## config.mk

```make
export PLATFORM = sky130hd
export DESIGN_NAME = circle_raster_generator_unit
export DESIGN_NICKNAME = d
export VERILOG_FILES = /design/src/hw/rtl/crg_pkg.sv /design/src/hw/rtl/crg_queue.sv /design/src/hw/rtl/crg_front.sv /design/src/hw/rtl/crg_back.sv /design/src/hw/rtl/circle_raster_generator_unit.sv
export SDC_FILE = /design/constraint.sdc
export NUM_CORES = 1
export LEC_CHECK = 0
export BUFFER_PORTS_ARGS = -buffer_cell sky130_fd_sc_hd__buf_2
export CAP_MARGIN = 10
export CORE_ASPECT_RATIO = 0.5
export CORE_MARGIN = 1.5
export CORE_UTILIZATION = 57
export DETAILED_ROUTE_END_ITERATION = 6
export GPL_TIMING_DRIVEN = 0
export PLACE_DENSITY = 0.78
export SETUP_SLACK_MARGIN = 0.05
export SLEW_MARGIN = 20
export SYNTH_ARGS = -nofsm -noshare
export SYNTH_HDL_FRONTEND = slang
export SYNTH_SLANG_ARGS = --single-unit
```

## constraint.sdc

```tcl
create_clock -name clk -period 5.6 [get_ports clk]
set_input_delay 0.28 -clock clk [delete_from_list [all_inputs] [get_ports clk]]
set_output_delay 0.28 -clock clk [all_outputs]
set_load 0.03 [all_outputs]
```

## src/hw/rtl/crg_pkg.sv

```systemverilog
// ----------------------------------------------------------------------------
// crg_pkg
// Shared constants and codes for the circle raster generator.
// ----------------------------------------------------------------------------
package crg_pkg;

  localparam int COORD_BITS_DEF  = 12;
  localparam int RADIUS_BITS_DEF = 10;

  // Result coordinates are always this wide, two's complement.
  localparam int OUT_BITS = 13;

  // Depth of the step queue between the front and the back.
  localparam int QUEUE_DEPTH = 2;

  // One step gives at most eight results.
  localparam int IDX_BITS = 3;
  localparam logic [IDX_BITS-1:0] LAST_IDX_LINE = 3'd7;
  localparam logic [IDX_BITS-1:0] LAST_IDX_FILL = 3'd3;

  typedef enum logic {
    OP_START = 1'b0,
    OP_STEP  = 1'b1
  } op_t;

  typedef enum logic {
    MODE_LINE = 1'b0,
    MODE_FILL = 1'b1
  } mode_t;

endpackage

```

## src/hw/rtl/crg_queue.sv

```systemverilog
// ----------------------------------------------------------------------------
// crg_queue
// Short first-in first-out queue of step words between front and back.
// ----------------------------------------------------------------------------
module crg_queue import crg_pkg::*; #(
  parameter int W     = 8,
  parameter int DEPTH = QUEUE_DEPTH
) (
  input  logic         clk,
  input  logic         rst,
  input  logic         wr_en,
  input  logic [W-1:0] wr_data,
  output logic         full,
  input  logic         rd_en,
  output logic [W-1:0] rd_data,
  output logic         rd_valid
);

  localparam int PW = (DEPTH > 1) ? $clog2(DEPTH) : 1;
  localparam int CW = $clog2(DEPTH + 1);

  logic [W-1:0]  mem [DEPTH];
  logic [PW-1:0] wptr;
  logic [PW-1:0] rptr;
  logic [CW-1:0] count;
  logic          do_wr;
  logic          do_rd;

  assign full     = (count == CW'(DEPTH));
  assign rd_valid = (count != '0);
  assign rd_data  = mem[rptr];
  assign do_wr    = wr_en && !full;
  assign do_rd    = rd_en && rd_valid;

  always_ff @(posedge clk) begin
    if (do_wr) begin
      mem[wptr] <= wr_data;
    end
  end

  always_ff @(posedge clk) begin
    if (rst) begin
      wptr  <= '0;
      rptr  <= '0;
      count <= '0;
    end else begin
      if (do_wr) begin
        wptr <= (wptr == PW'(DEPTH - 1)) ? '0 : wptr + PW'(1);
      end
      if (do_rd) begin
        rptr <= (rptr == PW'(DEPTH - 1)) ? '0 : rptr + PW'(1);
      end
      if (do_wr && !do_rd) begin
        count <= count + CW'(1);
      end else if (do_rd && !do_wr) begin
        count <= count - CW'(1);
      end
    end
  end

endmodule

```

## src/hw/rtl/crg_front.sv

```systemverilog
// ----------------------------------------------------------------------------
// crg_front
// Takes commands while the queue has room, holds the circle state and
// advances the decision variables one step per cycle, queueing step snapshots.
// ----------------------------------------------------------------------------
module crg_front import crg_pkg::*; #(
  parameter int COORD_BITS  = COORD_BITS_DEF,
  parameter int RADIUS_BITS = RADIUS_BITS_DEF,
  parameter int OW          = RADIUS_BITS + 2,
  parameter int EW          = 2 + 2 * COORD_BITS + 2 * OW
) (
  input  logic                         clk,
  input  logic                         rst,
  input  logic                         push,
  input  logic                         operation,
  input  logic signed [COORD_BITS-1:0] center_x,
  input  logic signed [COORD_BITS-1:0] center_y,
  input  logic [RADIUS_BITS-1:0]       circle_radius,
  input  logic                         fill_mode,
  input  logic                         q_full,
  output logic                         q_push,
  output logic [EW-1:0]                q_data
);

  localparam int DW = RADIUS_BITS + 4;
  localparam logic signed [DW-1:0] ONE_D = DW'(1);
  localparam logic signed [DW-1:0] TWO_D = DW'(2);
  localparam logic signed [OW-1:0] ONE_O = OW'(1);

  logic                         active;
  logic                         mode_is_fill;
  logic signed [COORD_BITS-1:0] ctr_x;
  logic signed [COORD_BITS-1:0] ctr_y;
  logic [RADIUS_BITS-1:0]       rad;
  logic signed [OW-1:0]         offset_major;
  logic signed [OW-1:0]         offset_minor;
  logic signed [DW-1:0]         decision;
  logic signed [DW-1:0]         incr_tx;
  logic signed [DW-1:0]         incr_ty;

  logic                 accept;
  logic signed [DW-1:0] rad_new;
  logic signed [OW-1:0] major_start;
  logic signed [DW-1:0] dec_start;

  logic signed [DW-1:0] rad_w;
  logic signed [DW-1:0] maj_w;
  logic signed [DW-1:0] min_w;

  // Outline update, in two dependent halves.
  logic                 ln_up;
  logic signed [DW-1:0] ln_dec1;
  logic signed [OW-1:0] ln_min1;
  logic signed [DW-1:0] ln_ty1;
  logic                 ln_left;
  logic signed [DW-1:0] ln_tx2;
  logic signed [DW-1:0] ln_dec2;
  logic signed [OW-1:0] ln_maj2;

  // Fill update.
  logic signed [DW-1:0] fl_dec;
  logic signed [OW-1:0] fl_maj;
  logic signed [OW-1:0] fl_min;

  logic signed [OW-1:0] major_next;
  logic signed [OW-1:0] minor_next;
  logic signed [DW-1:0] decision_next;
  logic                 active_next;

  assign accept  = push && !q_full;
  assign rad_new = signed'({{(DW - RADIUS_BITS){1'b0}}, circle_radius});

  always_comb begin
    if (fill_mode == MODE_FILL) begin
      major_start = OW'(rad_new);
      dec_start   = rad_new - ONE_D;
    end else begin
      major_start = OW'(rad_new - ONE_D);
      dec_start   = ONE_D - (rad_new <<< 1);
    end
  end

  assign rad_w = signed'({{(DW - RADIUS_BITS){1'b0}}, rad});
  assign maj_w = DW'(offset_major);
  assign min_w = DW'(offset_minor);

  always_comb begin
    ln_up   = decision[DW-1] || (decision == '0);
    ln_dec1 = ln_up ? decision + incr_ty : decision;
    ln_min1 = ln_up ? offset_minor + ONE_O : offset_minor;
    ln_ty1  = ln_up ? incr_ty + TWO_D : incr_ty;
    ln_left = !ln_dec1[DW-1] && (ln_dec1 != '0);
    ln_tx2  = ln_left ? incr_tx + TWO_D : incr_tx;
    ln_dec2 = ln_left ? ln_dec1 + incr_tx + TWO_D - (rad_w <<< 1) : ln_dec1;
    ln_maj2 = ln_left ? offset_major - ONE_O : offset_major;
  end

  always_comb begin
    if (decision >= (min_w <<< 1)) begin
      fl_dec = decision - (min_w <<< 1) - ONE_D;
      fl_maj = offset_major;
      fl_min = offset_minor + ONE_O;
    end else if (decision < ((rad_w - maj_w) <<< 1)) begin
      fl_dec = decision + (maj_w <<< 1) - ONE_D;
      fl_maj = offset_major - ONE_O;
      fl_min = offset_minor;
    end else begin
      fl_dec = decision + ((maj_w - min_w - ONE_D) <<< 1);
      fl_maj = offset_major - ONE_O;
      fl_min = offset_minor + ONE_O;
    end
  end

  always_comb begin
    if (mode_is_fill == MODE_FILL) begin
      major_next    = fl_maj;
      minor_next    = fl_min;
      decision_next = fl_dec;
    end else begin
      major_next    = ln_maj2;
      minor_next    = ln_min1;
      decision_next = ln_dec2;
    end
    active_next = (major_next >= minor_next);
  end

  assign q_push = accept && (operation == OP_STEP) && active;
  assign q_data = {mode_is_fill, !active_next, ctr_x, ctr_y, offset_major, offset_minor};

  always_ff @(posedge clk) begin
    if (rst) begin
      active <= 1'b0;
    end else if (accept) begin
      if (operation == OP_START) begin
        active <= (major_start >= 0);
      end else if (active) begin
        active <= active_next;
      end
    end
  end

  always_ff @(posedge clk) begin
    if (accept) begin
      if (operation == OP_START) begin
        ctr_x        <= center_x;
        ctr_y        <= center_y;
        rad          <= circle_radius;
        mode_is_fill <= fill_mode;
        offset_major <= major_start;
        offset_minor <= '0;
        decision     <= dec_start;
        incr_tx      <= ONE_D;
        incr_ty      <= ONE_D;
      end else if (active) begin
        offset_major <= major_next;
        offset_minor <= minor_next;
        decision     <= decision_next;
        if (mode_is_fill == MODE_LINE) begin
          incr_tx <= ln_tx2;
          incr_ty <= ln_ty1;
        end
      end
    end
  end

endmodule

```

## src/hw/rtl/crg_back.sv

```systemverilog
// ----------------------------------------------------------------------------
// crg_back
// Expands each queued step into its mirrored points or spans, one result
// per cycle while results are popped, through a single output register.
// ----------------------------------------------------------------------------
module crg_back import crg_pkg::*; #(
  parameter int COORD_BITS  = COORD_BITS_DEF,
  parameter int RADIUS_BITS = RADIUS_BITS_DEF,
  parameter int OW          = RADIUS_BITS + 2,
  parameter int EW          = 2 + 2 * COORD_BITS + 2 * OW
) (
  input  logic                       clk,
  input  logic                       rst,
  input  logic                       q_valid,
  input  logic [EW-1:0]              q_data,
  output logic                       q_pop,
  input  logic                       pop,
  output logic                       empty,
  output logic                       is_span,
  output logic signed [OUT_BITS-1:0] x_start,
  output logic signed [OUT_BITS-1:0] x_end,
  output logic signed [OUT_BITS-1:0] y_pos,
  output logic                       last,
  output logic                       finished
);

  localparam int SW = ((COORD_BITS > OW) ? COORD_BITS : OW) + 1;

  logic                         e_fill;
  logic                         e_fin;
  logic signed [COORD_BITS-1:0] e_cx;
  logic signed [COORD_BITS-1:0] e_cy;
  logic signed [OW-1:0]         e_maj;
  logic signed [OW-1:0]         e_min;

  logic [IDX_BITS-1:0] idx;
  logic                out_valid;
  logic                load;
  logic                at_last;

  logic signed [OW-1:0] hp;
  logic signed [OW-1:0] vp;
  logic                 hneg;
  logic                 vneg;
  logic signed [SW-1:0] xa;
  logic signed [SW-1:0] xb;
  logic signed [SW-1:0] yv;

  assign {e_fill, e_fin, e_cx, e_cy, e_maj, e_min} = q_data;

  assign empty   = !out_valid;
  assign load    = q_valid && (!out_valid || pop);
  assign at_last = (idx == ((e_fill == MODE_FILL) ? LAST_IDX_FILL : LAST_IDX_LINE));
  assign q_pop   = load && at_last;

  // Octant and span mirroring for the current result index.
  always_comb begin
    if (e_fill == MODE_FILL) begin
      if ((idx == 3'd0) || (idx == 3'd3)) begin
        hp = e_maj;
        vp = e_min;
      end else begin
        hp = e_min;
        vp = e_maj;
      end
      hneg = 1'b0;
      vneg = idx[1];
    end else begin
      hp   = idx[2] ? e_min : e_maj;
      vp   = idx[2] ? e_maj : e_min;
      hneg = idx[1];
      vneg = !idx[0];
    end
    xa = SW'(e_cx) - SW'(hp);
    xb = SW'(e_cx) + SW'(hp);
    yv = vneg ? SW'(e_cy) - SW'(vp) : SW'(e_cy) + SW'(vp);
  end

  always_ff @(posedge clk) begin
    if (rst) begin
      out_valid <= 1'b0;
      idx       <= '0;
    end else begin
      if (load) begin
        out_valid <= 1'b1;
        idx       <= at_last ? '0 : idx + IDX_BITS'(1);
      end else if (pop) begin
        out_valid <= 1'b0;
      end
    end
  end

  always_ff @(posedge clk) begin
    if (load) begin
      is_span  <= e_fill;
      y_pos    <= OUT_BITS'(yv);
      last     <= at_last;
      finished <= at_last && e_fin;
      if (e_fill == MODE_FILL) begin
        x_start <= OUT_BITS'(xa);
        x_end   <= OUT_BITS'(xb);
      end else begin
        x_start <= hneg ? OUT_BITS'(xa) : OUT_BITS'(xb);
        x_end   <= hneg ? OUT_BITS'(xa) : OUT_BITS'(xb);
      end
    end
  end

endmodule

```

## src/hw/rtl/circle_raster_generator_unit.sv

```systemverilog
// ----------------------------------------------------------------------------
// circle_raster_generator_unit
// Midpoint circle rasterizer giving outline points or filled spans.
// ----------------------------------------------------------------------------
// A start command gives no result. Each step command that the front takes while
// a circle is running advances the circle and queues the step; the back then
// puts out its results through the single result port, one per cycle while
// pop is held high: eight results per step in outline mode and four in fill
// mode. The result port sets the sustained rate, and up to two steps wait in
// the queue while results are drained.
module circle_raster_generator_unit import crg_pkg::*; #(
  parameter int COORD_BITS  = COORD_BITS_DEF,
  parameter int RADIUS_BITS = RADIUS_BITS_DEF
) (
  input  logic                         clk,
  input  logic                         rst,
  input  logic                         push,
  output logic                         full,
  input  logic                         operation,
  input  logic signed [COORD_BITS-1:0] center_x,
  input  logic signed [COORD_BITS-1:0] center_y,
  input  logic [RADIUS_BITS-1:0]       circle_radius,
  input  logic                         fill_mode,
  input  logic                         pop,
  output logic                         empty,
  output logic                         is_span,
  output logic signed [OUT_BITS-1:0]   x_start,
  output logic signed [OUT_BITS-1:0]   x_end,
  output logic signed [OUT_BITS-1:0]   y_pos,
  output logic                         last,
  output logic                         finished
);

  localparam int OW = RADIUS_BITS + 2;
  localparam int EW = 2 + 2 * COORD_BITS + 2 * OW;

  logic          q_full;
  logic          q_push;
  logic [EW-1:0] q_wdata;
  logic          q_valid;
  logic [EW-1:0] q_rdata;
  logic          q_pop;

  assign full = q_full;

  crg_front #(
    .COORD_BITS  (COORD_BITS),
    .RADIUS_BITS (RADIUS_BITS),
    .OW          (OW),
    .EW          (EW)
  ) u_front (
    .clk           (clk),
    .rst           (rst),
    .push          (push),
    .operation     (operation),
    .center_x      (center_x),
    .center_y      (center_y),
    .circle_radius (circle_radius),
    .fill_mode     (fill_mode),
    .q_full        (q_full),
    .q_push        (q_push),
    .q_data        (q_wdata)
  );

  crg_queue #(
    .W     (EW),
    .DEPTH (QUEUE_DEPTH)
  ) u_queue (
    .clk      (clk),
    .rst      (rst),
    .wr_en    (q_push),
    .wr_data  (q_wdata),
    .full     (q_full),
    .rd_en    (q_pop),
    .rd_data  (q_rdata),
    .rd_valid (q_valid)
  );

  crg_back #(
    .COORD_BITS  (COORD_BITS),
    .RADIUS_BITS (RADIUS_BITS),
    .OW          (OW),
    .EW          (EW)
  ) u_back (
    .clk      (clk),
    .rst      (rst),
    .q_valid  (q_valid),
    .q_data   (q_rdata),
    .q_pop    (q_pop),
    .pop      (pop),
    .empty    (empty),
    .is_span  (is_span),
    .x_start  (x_start),
    .x_end    (x_end),
    .y_pos    (y_pos),
    .last     (last),
    .finished (finished)
  );

endmodule

```

==> reports/results.tsv <==
metric	value	unit
outcome	finished with violations	
violations	setup timing	
cp_data_required_time	6.03	ns
cp-startpoint	u_front.offset_major[6]	
met3_usage	4.14	%
end_kind	flip-flop	
clock.fmax	177	MHz
hold_start	pop	
avgSynthCellArea	10.2	sq um
drc	0	
reg2regPathDepth	27	
fin_skew	0.0255	ns
firstDrtPassIters	6	
finalSetupViolations	1	
synth_edf_count	240	
finalSetupTns	-0.0611	ns
reg2reg_from	u_front.offset_major[6]	
most-common-layout-cells	edfxtp_1 (240), ha_1 (178), nor2_1 (170)	
multiInputGateArea	10300	sq um
hp-class	in2reg	
synth_seq_cells	250	
hold_ws	0.0178	ns
cts_sinks	250	
max_slew.worst_pin.slew	1.05	ns
grt_pass1_vias	13800	
grtUsageMet1	37.5	%
irDropWorstVdd	0.245	mV
grt_first_pass_wirelength	74000	um
cts_tree	yes	
hold_violations	0	
ant_nets	0	
final_common_cell	edfxtp_1	
slew_headroom	29.4	%
yosysWarnings	0	
rows	46	
gr-usage-met2	47.7	%
num-fill-cells	2404	
htree_num_levels	1	
drv_slew	0	
startpoint_type	flip-flop	
start_util	58.0	%
root_buffer	clkbuf_16	
hpwl	36100	um
coreArea	31700	sq um
fin_crit_sh	101	%
async_flop_share	0	%
regArea	7410	sq um
clkLatencyLatePin	0.58	ns
antennaDiodeCount	0	
via_count	14700	
grt.overflow.total	0	
routabilityCongestion	0.961	
antenna_found_initial	0	
period_needed	5.66	ns
stdcell_count	2431	
track_usage	28.4	%
routedWlPerCell	20.0	um
area_delta_synth_final	14.7	%
nets	2221	
clk_path_buf_depth	3	
holdPathStages	3	
p_leak	8.39	nW
syn-instance-count	1807	
cts_buffers	25	
synth_area	18400	sq um
initialDrtViolationCount	1195	
synth-main-ff-cell	edfxtp_1	
die_h	130	um
postLayoutCoreUtil	66.6	%
io_buffers	82	
synth_nets	2048	
critPathKind	reg2reg	
routed_wl	48600	um
worstPathArrival	6.09	ns
seq_area_frac_synth	40.3	%
final_layout_size_suffix_gt1_share	13.7	%
yosys.cell_types.count	76	
p_per_area	342	nW/um^2
critPathMaxFanout	7	
clk_pin_slew_worst_paths	0.07	ns
setup_ws	-0.0611	ns
die_w	257	um
grt_max_degree	51	
die-area	33400	sq um
vias_per_cell	6.03	
placed_cells	2329	
cap_violations	0	
busiest_layer	met2	
rsz0062_at_grt	yes	
io_pins	84	
[routing by layer]
metal	vias to the layer above	part of all wire [%]
met5	-	0
met4	0	4.3
met3	144	7.4
met2	616	46
met1	6956	42
li1	6955	-
[registers in the layout, summed over array words and instances, names as in the netlist, 2 cells and up, named ones only]
register and flops:
u_front.offset_minor 12, u_back.y_pos 13, u_back.x_start 12, u_front.ctr_y 12, u_front.incr_tx 13, u_queue.mem 100, u_front.offset_major 12, u_front.rad 10
u_back.idx 3, u_back.x_end 13, u_front.incr_ty 13, u_front.decision 14, u_front.ctr_x 12, u_queue.count 2
[what timing repair did]
item	in CTS	in global routing
hold buffers	35	0
gates resized for setup	36	21
pin swaps	18	15
buffers inserted	11	10
endpoints found under the hold margin	35	0
setup endpoints to repair	24	11
[path summary, 6_finish.rpt]
check / to / slack [ns]
min: u_back.out_valid / 0.02
max reg2reg: u_front.active / -0.06
max: u_front.active / -0.06
min reg2reg: u_queue.mem[1][29] / 0.45
[cell type report]
class / instances / share of cell area [%]
inverters: 170 / 3.06
flip-flops and latches: 250 / 35.1
well taps: 432 / 2.56
plain buffers: 54 / 1.18
clock inverters: 20 / 1.24
multi-input cells: 1333 / 49.0
clock buffers: 26 / 2.98
repair buffers: 146 / 4.91
[cell usage after synthesis, types with 15 or more instances]
cell type / count / area share (%)
edfxtp_1: 240 / 39
ha_1: 182 / 12
nor2_1: 172 / 3.5
inv_1: 168 / 3.4
a21oi_1: 112 / 3.0
xnor2_1: 112 / 5.3
nand2_1: 91 / 1.9
o21ai_0: 86 / 2.3
xor2_1: 50 / 2.4
nand3_1: 49 / 1.3
nor3_1: 45 / 1.2
clkbuf_1: 38 / 0.78
a211oi_1: 28 / 1.1
mux2i_1: 26 / 1.4
or3_1: 26 / 0.88
mux2_2: 24 / 1.5
mux4_2: 24 / 2.9
a21o_1: 21 / 0.86
nand2b_1: 21 / 0.71
o211ai_1: 21 / 0.86
a31oi_1: 20 / 0.68
fa_1: 19 / 2.1
nor2b_1: 16 / 0.54
nand4_1: 15 / 0.51
[worst max-delay path: stages, from the launching register on]
cell and delay, ns:
edfxtp_1 0.70, inv_1 0.28, ha_1 0.38, inv_1 0.10, a21oi_2 0.05, o21ai_2 0.17
a21oi_2 0.08, or4_4 0.43, nand3_4 0.11, ha_4 0.20, a21o_1 0.18, a2111oi_4 0.28
a21oi_1 0.07, a21o_1 0.18, a31oi_4 0.21, a31oi_4 0.15, buf_12 0.18, nor2_2 0.10
a21oi_2 0.05, ha_1 0.29, a21o_1 0.16, a21o_1 0.17, a211o_1 0.30, a21oi_2 0.14
o21ai_2 0.07, a41oi_2 0.21, a221o_1 0.18, a21oi_1 0.06
[kinds of logic (layout without fill, tap and decap cells)]
logic type               after synthesis  count (layout)  synth area share [%]
AND/OR/NAND/NOR                      493             493                  12.8
AO/OA/AOI/OAI                        402             402                  14.1
flip-flops                           250             250                  40.3
buffers and inverters                224             416                  4.75
adder cells (fa/ha/maj)              201             201                  14.4
XOR/XNOR                             162             162                  7.71
multiplexers                          75              75                  5.88
[per-stage QoR]
step / setup WS, ns / total power, mW / cell area (sq um)
after CTS: -0.00201 / 7.10 / 20900
final: -0.0611 / 7.23 / 21100
after global placement: -1.25 / 5.11 / 19400
after detailed placement: -0.888 / 5.18 / 19500
after floorplan: 0.0570 / 4.48 / 18400
after global routing: -0.241 / 7.59 / 21100
[where the power goes]
part | switching, mW | internal [mW] | leakage [nW]
sequential | 0.119 | 2.17 | 2.30
clock | 0.805 | 1.06 | 0.418
combinational | 1.79 | 1.28 | 5.67
total | 2.71 | 4.52 | 8.39
(Power assumes the default switching activity.)
